## config.mk

```make
export PLATFORM = sky130hd
export DESIGN_NAME = midi_event_fanout_router
export DESIGN_NICKNAME = d
export VERILOG_FILES = /design/src/sv/mefr_pkg.sv /design/src/sv/midi_event_fanout_router.sv /design/src/sv/mefr_slot_table.sv /design/src/sv/mefr_seq.sv
export SDC_FILE = /design/constraint.sdc
export NUM_CORES = 1
export LEC_CHECK = 0
export BUFFER_PORTS_ARGS = -buffer_cell sky130_fd_sc_hd__buf_4
export CAP_MARGIN = 20
export CORE_ASPECT_RATIO = 1.4
export CORE_MARGIN = 2
export CORE_UTILIZATION = 60
export DETAILED_ROUTE_END_ITERATION = 6
export PLACE_DENSITY = 0.84
export REMOVE_ABC_BUFFERS = 1
export SLEW_MARGIN = 15
export SYNTH_ARGS = -nofsm -noshare
export SYNTH_HDL_FRONTEND = slang
export SYNTH_SLANG_ARGS = --single-unit
```

## constraint.sdc

```tcl
create_clock -name i_clk -period 8.5 [get_ports i_clk]
set_clock_uncertainty 0.15 [all_clocks]
set_input_delay 1.7 -clock i_clk [delete_from_list [all_inputs] [get_ports i_clk]]
set_output_delay 1.7 -clock i_clk [all_outputs]
set_load 0.005 [all_outputs]
```

## src/sv/mefr_pkg.sv

```systemverilog
package mefr_pkg;

    localparam int RX_W  = 5;
    localparam int BYTE_W = 8;

    // command codes
    localparam logic [1:0] CMD_PACKET  = 2'd0;
    localparam logic [1:0] CMD_MOUNT   = 2'd1;
    localparam logic [1:0] CMD_UNMOUNT = 2'd2;

    // lowest code index that carries a MIDI message
    localparam logic [3:0] CIN_MIN = 4'h2;

    typedef enum logic [2:0] {
        ST_IDLE,
        ST_LOOKUP,
        ST_CHECK,
        ST_SCAN,
        ST_EMIT
    } t_state;

    typedef struct packed {
        logic              present;
        logic [RX_W-1:0]   rx_limit;
        logic [BYTE_W-1:0] tx_limit;
    } t_slot_rec;

    typedef struct packed {
        logic [1:0]        cmd;
        logic [1:0]        device;
        logic [BYTE_W-1:0] header;
        logic [BYTE_W-1:0] data_one;
        logic [BYTE_W-1:0] data_two;
        logic [BYTE_W-1:0] data_three;
        logic [BYTE_W-1:0] rx_cable_cnt;
        logic [BYTE_W-1:0] tx_cable_cnt;
    } t_in_beat;

    typedef struct packed {
        logic [1:0]        dest_device;
        logic [BYTE_W-1:0] out_header;
        logic [BYTE_W-1:0] out_data_one;
        logic [BYTE_W-1:0] out_data_two;
        logic [BYTE_W-1:0] out_data_three;
        logic              last;
    } t_out_beat;

endpackage

```

## src/sv/midi_event_fanout_router.sv

```systemverilog
// Mount and unmount beats write the slot table; the block is ready again right after.
// A packet beat looks up its source slot, checks it, and walks every slot
// through one shared compare unit, then sends one copy per cycle into the output register
// while that register is free; input is held off until the packet is done.
// Reset (synchronous, active low) unmounts every slot and empties the output register.
module midi_event_fanout_router #(
    parameter int SLOTS = 4,
    parameter int CABLE_LIMIT = 16
) (
    input  logic                 i_clk,
    input  logic                 i_rst_n,
    input  logic                 i_in_valid,
    output logic                 o_in_ready,
    input  mefr_pkg::t_in_beat   i_in,
    output logic                 o_out_valid,
    input  logic                 i_out_ready,
    output mefr_pkg::t_out_beat  o_out
);

    localparam int IDXW = $clog2(SLOTS);

    logic                wr_en;
    logic [IDXW-1:0]     wr_idx;
    mefr_pkg::t_slot_rec wr_rec;
    logic [IDXW-1:0]     rd_idx;
    mefr_pkg::t_slot_rec rd_rec;

    mefr_slot_table #(
        .SLOTS(SLOTS)
    ) u_table (
        .i_clk   (i_clk),
        .i_rst_n (i_rst_n),
        .i_wr_en (wr_en),
        .i_wr_idx(wr_idx),
        .i_wr_rec(wr_rec),
        .i_rd_idx(rd_idx),
        .o_rd_rec(rd_rec)
    );

    mefr_seq #(
        .SLOTS      (SLOTS),
        .CABLE_LIMIT(CABLE_LIMIT)
    ) u_seq (
        .i_clk      (i_clk),
        .i_rst_n    (i_rst_n),
        .i_in_valid (i_in_valid),
        .o_in_ready (o_in_ready),
        .i_in       (i_in),
        .o_out_valid(o_out_valid),
        .i_out_ready(i_out_ready),
        .o_out      (o_out),
        .o_wr_en    (wr_en),
        .o_wr_idx   (wr_idx),
        .o_wr_rec   (wr_rec),
        .o_rd_idx   (rd_idx),
        .i_rd_rec   (rd_rec)
    );

endmodule

```

## src/sv/mefr_slot_table.sv

```systemverilog
module mefr_slot_table #(
    parameter int SLOTS = 4,
    localparam int IDXW = $clog2(SLOTS)
) (
    input  logic                 i_clk,
    input  logic                 i_rst_n,
    input  logic                 i_wr_en,
    input  logic [IDXW-1:0]      i_wr_idx,
    input  mefr_pkg::t_slot_rec  i_wr_rec,
    input  logic [IDXW-1:0]      i_rd_idx,
    output mefr_pkg::t_slot_rec  o_rd_rec
);

    logic [SLOTS-1:0]                  r_present;
    logic [mefr_pkg::RX_W-1:0]         r_rx [SLOTS];
    logic [mefr_pkg::BYTE_W-1:0]       r_tx [SLOTS];
    mefr_pkg::t_slot_rec               r_rd_rec;

    always_ff @(posedge i_clk) begin
        if (!i_rst_n) begin
            r_present <= '0;
        end else if (i_wr_en) begin
            r_present[i_wr_idx] <= i_wr_rec.present;
        end
    end

    // limits are only looked at while the present bit is set
    always_ff @(posedge i_clk) begin
        if (i_wr_en) begin
            r_rx[i_wr_idx] <= i_wr_rec.rx_limit;
            r_tx[i_wr_idx] <= i_wr_rec.tx_limit;
        end
    end

    always_ff @(posedge i_clk) begin
        r_rd_rec.present  <= r_present[i_rd_idx];
        r_rd_rec.rx_limit <= r_rx[i_rd_idx];
        r_rd_rec.tx_limit <= r_tx[i_rd_idx];
    end

    assign o_rd_rec = r_rd_rec;

endmodule

```

## src/sv/mefr_seq.sv

```systemverilog
module mefr_seq #(
    parameter int SLOTS = 4,
    parameter int CABLE_LIMIT = 16,
    localparam int IDXW = $clog2(SLOTS)
) (
    input  logic                 i_clk,
    input  logic                 i_rst_n,
    input  logic                 i_in_valid,
    output logic                 o_in_ready,
    input  mefr_pkg::t_in_beat   i_in,
    output logic                 o_out_valid,
    input  logic                 i_out_ready,
    output mefr_pkg::t_out_beat  o_out,
    output logic                 o_wr_en,
    output logic [IDXW-1:0]      o_wr_idx,
    output mefr_pkg::t_slot_rec  o_wr_rec,
    output logic [IDXW-1:0]      o_rd_idx,
    input  mefr_pkg::t_slot_rec  i_rd_rec
);

    mefr_pkg::t_state    r_state, n_state;
    mefr_pkg::t_in_beat  r_item, n_item;
    logic [IDXW-1:0]     r_dev, n_dev;
    logic [IDXW-1:0]     r_scan, n_scan;
    logic [SLOTS-1:0]    r_mask, n_mask;
    logic                r_out_valid, n_out_valid;
    mefr_pkg::t_out_beat r_out, n_out;

    logic                in_acc;
    logic                dev_ok;
    logic [3:0]          cable;
    logic [3:0]          cin;
    logic [7:0]          cmp_lim;
    logic                cable_below;
    logic                src_ok;
    logic                hit;
    logic                scan_end;
    logic [IDXW-1:0]     first_idx;
    logic [SLOTS-1:0]    rest;
    logic                out_free;
    logic [mefr_pkg::RX_W-1:0] rx_clamp;

    assign in_acc   = i_in_valid && (r_state == mefr_pkg::ST_IDLE);
    assign dev_ok   = 32'(i_in.device) < SLOTS;
    assign cable    = r_item.header[7:4];
    assign cin      = r_item.header[3:0];
    assign rx_clamp = (32'(i_in.rx_cable_cnt) > CABLE_LIMIT)
                      ? mefr_pkg::RX_W'(CABLE_LIMIT)
                      : mefr_pkg::RX_W'(i_in.rx_cable_cnt);

    // single compare unit: source rx limit in CHECK, each slot's tx limit in SCAN
    assign cmp_lim     = (r_state == mefr_pkg::ST_CHECK) ? 8'(i_rd_rec.rx_limit)
                                                         : i_rd_rec.tx_limit;
    assign cable_below = {4'b0, cable} < cmp_lim;

    assign src_ok   = i_rd_rec.present && (cin >= mefr_pkg::CIN_MIN)
                      && (32'(cable) < CABLE_LIMIT) && cable_below;
    assign hit      = i_rd_rec.present && (r_scan != r_dev) && cable_below;
    assign scan_end = 32'(r_scan) == SLOTS - 1;
    assign out_free = !r_out_valid || i_out_ready;

    // lowest pending destination
    always_comb begin
        first_idx = '0;
        for (int s = SLOTS - 1; s >= 0; s--) begin
            if (r_mask[s]) first_idx = IDXW'(s);
        end
        rest = r_mask;
        rest[first_idx] = 1'b0;
    end

    always_ff @(posedge i_clk) begin
        if (!i_rst_n) begin
            r_state     <= mefr_pkg::ST_IDLE;
            r_out_valid <= 1'b0;
        end else begin
            r_state     <= n_state;
            r_out_valid <= n_out_valid;
        end
    end

    always_ff @(posedge i_clk) begin
        r_item <= n_item;
        r_dev  <= n_dev;
        r_scan <= n_scan;
        r_mask <= n_mask;
        r_out  <= n_out;
    end

    always_comb begin
        n_state     = r_state;
        n_item      = r_item;
        n_dev       = r_dev;
        n_scan      = r_scan;
        n_mask      = r_mask;
        n_out_valid = r_out_valid && !i_out_ready;
        n_out       = r_out;
        o_wr_en     = 1'b0;
        o_wr_idx    = IDXW'(i_in.device);
        o_wr_rec    = '0;
        o_rd_idx    = r_dev;

        unique case (r_state)
            mefr_pkg::ST_IDLE: begin
                if (in_acc) begin
                    n_item = i_in;
                    n_dev  = IDXW'(i_in.device);
                    if (dev_ok) begin
                        case (i_in.cmd)
                            mefr_pkg::CMD_MOUNT: begin
                                o_wr_en           = 1'b1;
                                o_wr_rec.present  = 1'b1;
                                o_wr_rec.rx_limit = rx_clamp;
                                o_wr_rec.tx_limit = i_in.tx_cable_cnt;
                            end
                            mefr_pkg::CMD_UNMOUNT: begin
                                o_wr_en = 1'b1;
                            end
                            mefr_pkg::CMD_PACKET: begin
                                n_state = mefr_pkg::ST_LOOKUP;
                            end
                            default: ;
                        endcase
                    end
                end
            end
            mefr_pkg::ST_LOOKUP: begin
                n_state = mefr_pkg::ST_CHECK;
            end
            mefr_pkg::ST_CHECK: begin
                o_rd_idx = '0;
                n_scan   = '0;
                n_mask   = '0;
                n_state  = src_ok ? mefr_pkg::ST_SCAN : mefr_pkg::ST_IDLE;
            end
            mefr_pkg::ST_SCAN: begin
                n_mask[r_scan] = hit;
                o_rd_idx       = IDXW'(32'(r_scan) + 1);
                if (scan_end) begin
                    n_state = (n_mask == '0) ? mefr_pkg::ST_IDLE : mefr_pkg::ST_EMIT;
                end else begin
                    n_scan = IDXW'(32'(r_scan) + 1);
                end
            end
            mefr_pkg::ST_EMIT: begin
                if (out_free) begin
                    n_out_valid          = 1'b1;
                    n_out.dest_device    = 2'(first_idx);
                    n_out.out_header     = r_item.header;
                    n_out.out_data_one   = r_item.data_one;
                    n_out.out_data_two   = r_item.data_two;
                    n_out.out_data_three = r_item.data_three;
                    n_out.last           = (rest == '0);
                    n_mask               = rest;
                    if (rest == '0) n_state = mefr_pkg::ST_IDLE;
                end
            end
            default: n_state = mefr_pkg::ST_IDLE;
        endcase
    end

    assign o_in_ready  = (r_state == mefr_pkg::ST_IDLE);
    assign o_out_valid = r_out_valid;
    assign o_out       = r_out;

endmodule

```

After elaboration in Yosys (flattened, before gate mapping) --
Memory sizes are Yosys's and may differ from the RTL's. A register that Yosys moved wholly into a read port is not among the register bits. Index checks and enable logic that the tools add are counted.
Storage, ports and cells: bits in registers 84, RAM bits 52, bits of input ports 56, output and inout port bits 37, memories 2
Memory list:
- u_table.r_tx | depth 4, bits a word 8, rd ports 1, clocked after Yosys merged registers in 1, wr ports 1, line mefr_slot_table.sv:16 | logic [mefr_pkg::BYTE_W-1:0] r_tx [SLOTS];
- u_table.r_rx | depth 4, bits a word 5, rd ports 1, clocked after Yosys merged registers in 1, wr ports 1, line mefr_slot_table.sv:15 | logic [mefr_pkg::RX_W-1:0] r_rx [SLOTS];
Operators by class: add/subtract/negate cells 1, $lt $le $gt $ge 10, equality and inequality tests 14, muxes and demuxes 39, bitwise logic cells 2, reductions and logical operators 24
Operators by type and width (count):
- $mux 14 | 3
- $mux 3 | 6
- $pmux 3 s5 | 1
- $lt 2x3->1 const B | 4
- $mux 2 | 6
- $pmux 4 s3 | 1
- $mux 1 | 11
- $ne 2x1->1 const B | 5
- $logic_and 1x1->1 | 9
- $bwmux 4 | 2
- $gt 8x5->1 const B | 1
- $logic_not 4->1 | 2
- $lt 4x8->1 | 1
- $mux 8 | 1
- $pmux 2 s2 | 2
- $reduce_and 2->1 | 4
- $demux 1 s2 | 3
- $eq 3x2->1 const B | 2
- $ge 2x1->1 const B | 3
- $mux 5 | 1
- $reduce_and 5->1 | 1
- $and 4x4->4 | 1
- $eq 2x2->1 const B | 2
- $ge 4x2->1 const B | 1
- other kinds (16) | 17

Depth between registers and ports, before layout --
depth after elaboration 14, depth in mapped cells 9

Modules after synthesis --
A second synthesis with hierarchy kept.
Unflattened totals: cells, all modules 303, area total of the unflattened synthesis 5557.8 µm²
By module, submodules not included:
- mefr_seq | instances 1, cells each 202, area each 3176.8 µm², sequential area each 2332.2 µm²
- mefr_slot_table | instances 1, cells each 101, area each 2381.0 µm², sequential area each 1921.8 µm²

Least setup slack after synthesis --
Ideal clock, no wire load.
kind input port to flip-flop, start input i_out_ready, end register u_seq.r_out, in the netlist u_seq.o_out[0], enable pin, library setup time 0.428 ns, arrival 3.228 ns, data required time 7.922 ns, setup slack 4.694 ns, stages on the path 2, cell sequence nor2b_1 nor2_1
Between the ends: word-level cells in the longest chain between the ends 2
Ends and longest elaborated chain:
- start, declared | line midi_event_fanout_router.sv:16 | input logic i_out_ready,
- $logic_or 1x1->1 | line mefr_seq.sv:60 | assign out_free = !r_out_valid || i_out_ready;
- $reduce_and 2->1 (no source line)
- end signal, assigned | line mefr_seq.sv:87 | r_out <= n_out;
- end, declared | line mefr_seq.sv:27 | mefr_pkg::t_out_beat r_out, n_out;
No other way between the ends. A chain may end at the register's enable or synchronous reset.

Worst setup path after layout --
start register u_seq.r_state[0], end output o_in_ready
Between the ends: word-level cells in the longest chain between the ends 1
Ends and longest elaborated chain:
- start, declared | line mefr_seq.sv:21 | mefr_pkg::t_state r_state, n_state;
- start signal, assigned | line mefr_seq.sv:74 | r_state <= mefr_pkg::ST_IDLE;
- start signal, assigned | line mefr_seq.sv:77 | r_state <= n_state;
- $logic_not 3->1 | line mefr_seq.sv:162 | assign o_in_ready = (r_state == mefr_pkg::ST_IDLE);
- end, declared | line midi_event_fanout_router.sv:13 | output logic o_in_ready,
No other way between the ends.

==> impl_metrics.tcl <==
set metrics [dict create \
    max_stage_delay_ns 0.40 \
    antenna_found_initial 0 \
    slew_headroom 0.366 \
    tightestPinTransition_ns 0.949 \
    root_buffer "clkbuf_16" \
    yosys_warnings 0 \
    wl_per_cell_um 17.5 \
    syn-instance-count 336 \
    ctsHoldBuffers 0 \
    hpwl_um 6630 \
    crit_buf_inv 1 \
    synth.distinct_cells 46 \
    grt_overflow 0 \
    netlist.area_leader.share 0.686 \
    drt_iter0_drc 180 \
    grt_first_pass_wirelength_um 15400 \
    dieArea_sq_um 10100 \
    rsz0062_at_grt "false" \
    setup_tns_ns 0 \
    hold_viol_final 0 \
    grt_pass1_vias 3183 \
    cp_max_fo 8 \
    clkLatencyLatePin_ns 0.41 \
    clock_path_buffers 2 \
    synth_edf_count 127 \
    worstPathRequired_ns 6.65 \
    cts_tree "yes" \
    vias 3139 \
    slew_violations 0 \
    dieWidth_um 85.3 \
    synth_area_per_cell_sq_um 16.5 \
    grt_max_degree 43 \
    worstPathArrival_ns 1.35 \
    p_leak_nw 2.62 \
    reg2reg_slack_ns 5.63 \
    post_cts_buffers 0 \
    synth_ff_type "edfxtp_1" \
    holdWs_ns 0.267 \
    finalNonFillerCells 563 \
    area_delta_synth_final_pct 26.1 \
    power_density_nw_per_um2 234 \
    wirelength_um 9880 \
    synth_compound_area_frac 0.0871 \
    multi_input_area_sq_um 1220 \
    post-route-period-util 0.377 \
    placeableCoreArea_sq_um 9030 \
    hold_path.class "flip-flop to flip-flop" \
    postSynth.asyncResetShare 0 \
    cts.repair.resized 0 \
    cts.sinks 149 \
    h-tree-depth 4 \
    port_buffers 92 \
    clk_pin_slew_ns 0.06 \
    io_pins 93 \
    critPathSlowestCell "dfxtp_1" \
    via_per_inst 5.58 \
    ys_seq_area_frac 0.766 \
    syn-cell-area_sq_um 5560 \
    placed_cells 529 \
    grtUsageTotal 0.202 \
    worstSetupPathType "flip-flop to output port" \
    route.detailed.drc 0 \
    synth_top_family_by_area "compound AO/OA/AOI/OAI gates" \
    cp-end-kind "output port" \
    synthMuxAreaShare 0.0342 \
    gp_congestion 0.820 \
    synth-seq-cells 149 \
    nNetsFinal 508 \
    cts_buffers 17 \
    rows 41 \
    yosys.area_share.adder 0.0221 \
    start_kind "flip-flop" \
    seqCellArea_sq_um 4250 \
    ir_worst_vdd_mv 0.206 \
    die_height_um 118 \
    synth_top_cell_by_area "edfxtp_1" \
    crit_family "flip-flops" \
    cap_violations 0 \
    antennaDiodeCount 0 \
    status "finished clean" \
    firstDrtPassIters 5 \
    final_layout_size_suffix_gt1_frac 0.300 \
    fill_cells 530 \
    crit_chain "nor3_1, buf_4" \
    yosys-top-cells-area "edfxtp_1 69%, dfxtp_1 7.9%, mux2i_1 3.4%, a211oi_1 2.0%, ha_1 2.0%" \
    ant_nets 0 \
    start_util 0.615 \
    synth_xor_area_frac 0.00315 \
    fmax_mhz 312 \
    period_minus_slack_ns 3.20 \
    synthSimpleGateAreaFrac 0.0689 \
    finalSetupViolCount 0 \
]
[registers in the layout (all words and copies together) (netlist names), 4 cells and up]
signal / flops
u_seq.o_out: 35
u_table.r_tx: 32
u_seq.r_item: 24
u_table.r_rx: 20
u_table.o_rd_rec: 14
u_seq.cable: 4
u_seq.cin: 4
u_seq.r_mask: 4
u_table.r_present: 4
[cells by family (layout without fill, tap and decap cells)]
kind of cell,Yosys count,count (layout)
flip-flops,149,149
AO/OA/AOI/OAI,68,68
AND/OR/NAND/NOR,65,65
buffers and inverters,23,143
multiplexers,19,19
adder cells (fa/ha/maj),10,10
XOR/XNOR,2,2
[per-layer routing]
layer	wire length (um)	GRT usage	up-vias
met2	5150	0.345	104
met1	3930	0.232	1512
met5	0	0	-
met3	600	0.0547	14
li1	-	-	1509
met4	195	0.0972	0
[layout by cell type, fill, tap and decap left out, types with 2 or more instances in the layout]
cell type	instances
a211oi_1	15
a211o_1	2
clkbuf_1	2
nand4b_1	2
nor3_1	4
buf_4	94
and3_1	3
nand2_1	4
a21o_1	2
edfxtp_1	127
clkinv_4	4
nor2b_1	17
o21a_1	3
nor2_1	14
ha_1	9
a32o_1	3
o22ai_1	4
clkinvlp_4	2
bufinv_16	3
xor2_1	2
a21boi_0	4
inv_1	15
clkinv_2	3
a21oi_1	19
mux2i_1	19
and2_1	10
nor2_2	2
clkbuf_16	17
dfxtp_1	22
o311a_1	2
nor3b_4	2
o21ai_0	5
[stage by stage]
stage,area [sq um],worst slack (ns),util,total power [mW]
finish,7010,5.30,0.776,1.64
global route,7010,5.19,0.776,1.69
CTS,6960,5.05,0.771,1.65
detailed placement,6370,4.59,0.705,0.916
global placement,6360,4.69,0.704,0.911
floorplan,5510,4.69,-,0.878
[worst paths after layout]
check,startpoint,cells past startpoint,endpoint
max,u_seq.r_state[0],2,o_in_ready
min,u_seq.r_item[35],0,u_seq.o_out[20]
max reg2reg,u_seq.r_state[1],8,u_seq.r_mask[3]
min reg2reg,u_seq.r_item[35],0,u_seq.o_out[20]
[cells in the mapped netlist (2+ instances only)]
master      n
edfxtp_1  127
dfxtp_1    22
a21oi_1    19
mux2i_1    19
nor2b_1    17
nor2_1     16
a211oi_1   15
inv_1      15
and2_1     10
ha_1        9
o21ai_0     5
a21boi_0    4
nand2_1     4
nor3_1      4
o22ai_1     4
a32o_1      3
and3_1      3
buf_2       3
o21a_1      3
a211o_1     2
a21o_1      2
buf_4       2
clkbuf_1    2
nand4b_1    2
o311a_1     2
xor2_1      2
[layout make-up]
type,count,area share
Clock buffer,19,0.0618
Clock inverter,13,0.0227
Inverter,15,0.00803
Multi-Input combinational cell,164,0.175
Sequential cell,149,0.607
Tap cell,107,0.0191
Timing Repair Buffer,96,0.107
[report_power, final]
part | switching, mW | total (mW) | leakage, nW | internal (mW)
Sequential | 0.00873 | 0.827 | 1.33 | 0.818
Clock | 0.275 | 0.735 | 0.284 | 0.460
Combinational | 0.0397 | 0.0771 | 1.01 | 0.0374
Note: power is estimated with default switching activity, not from simulation.
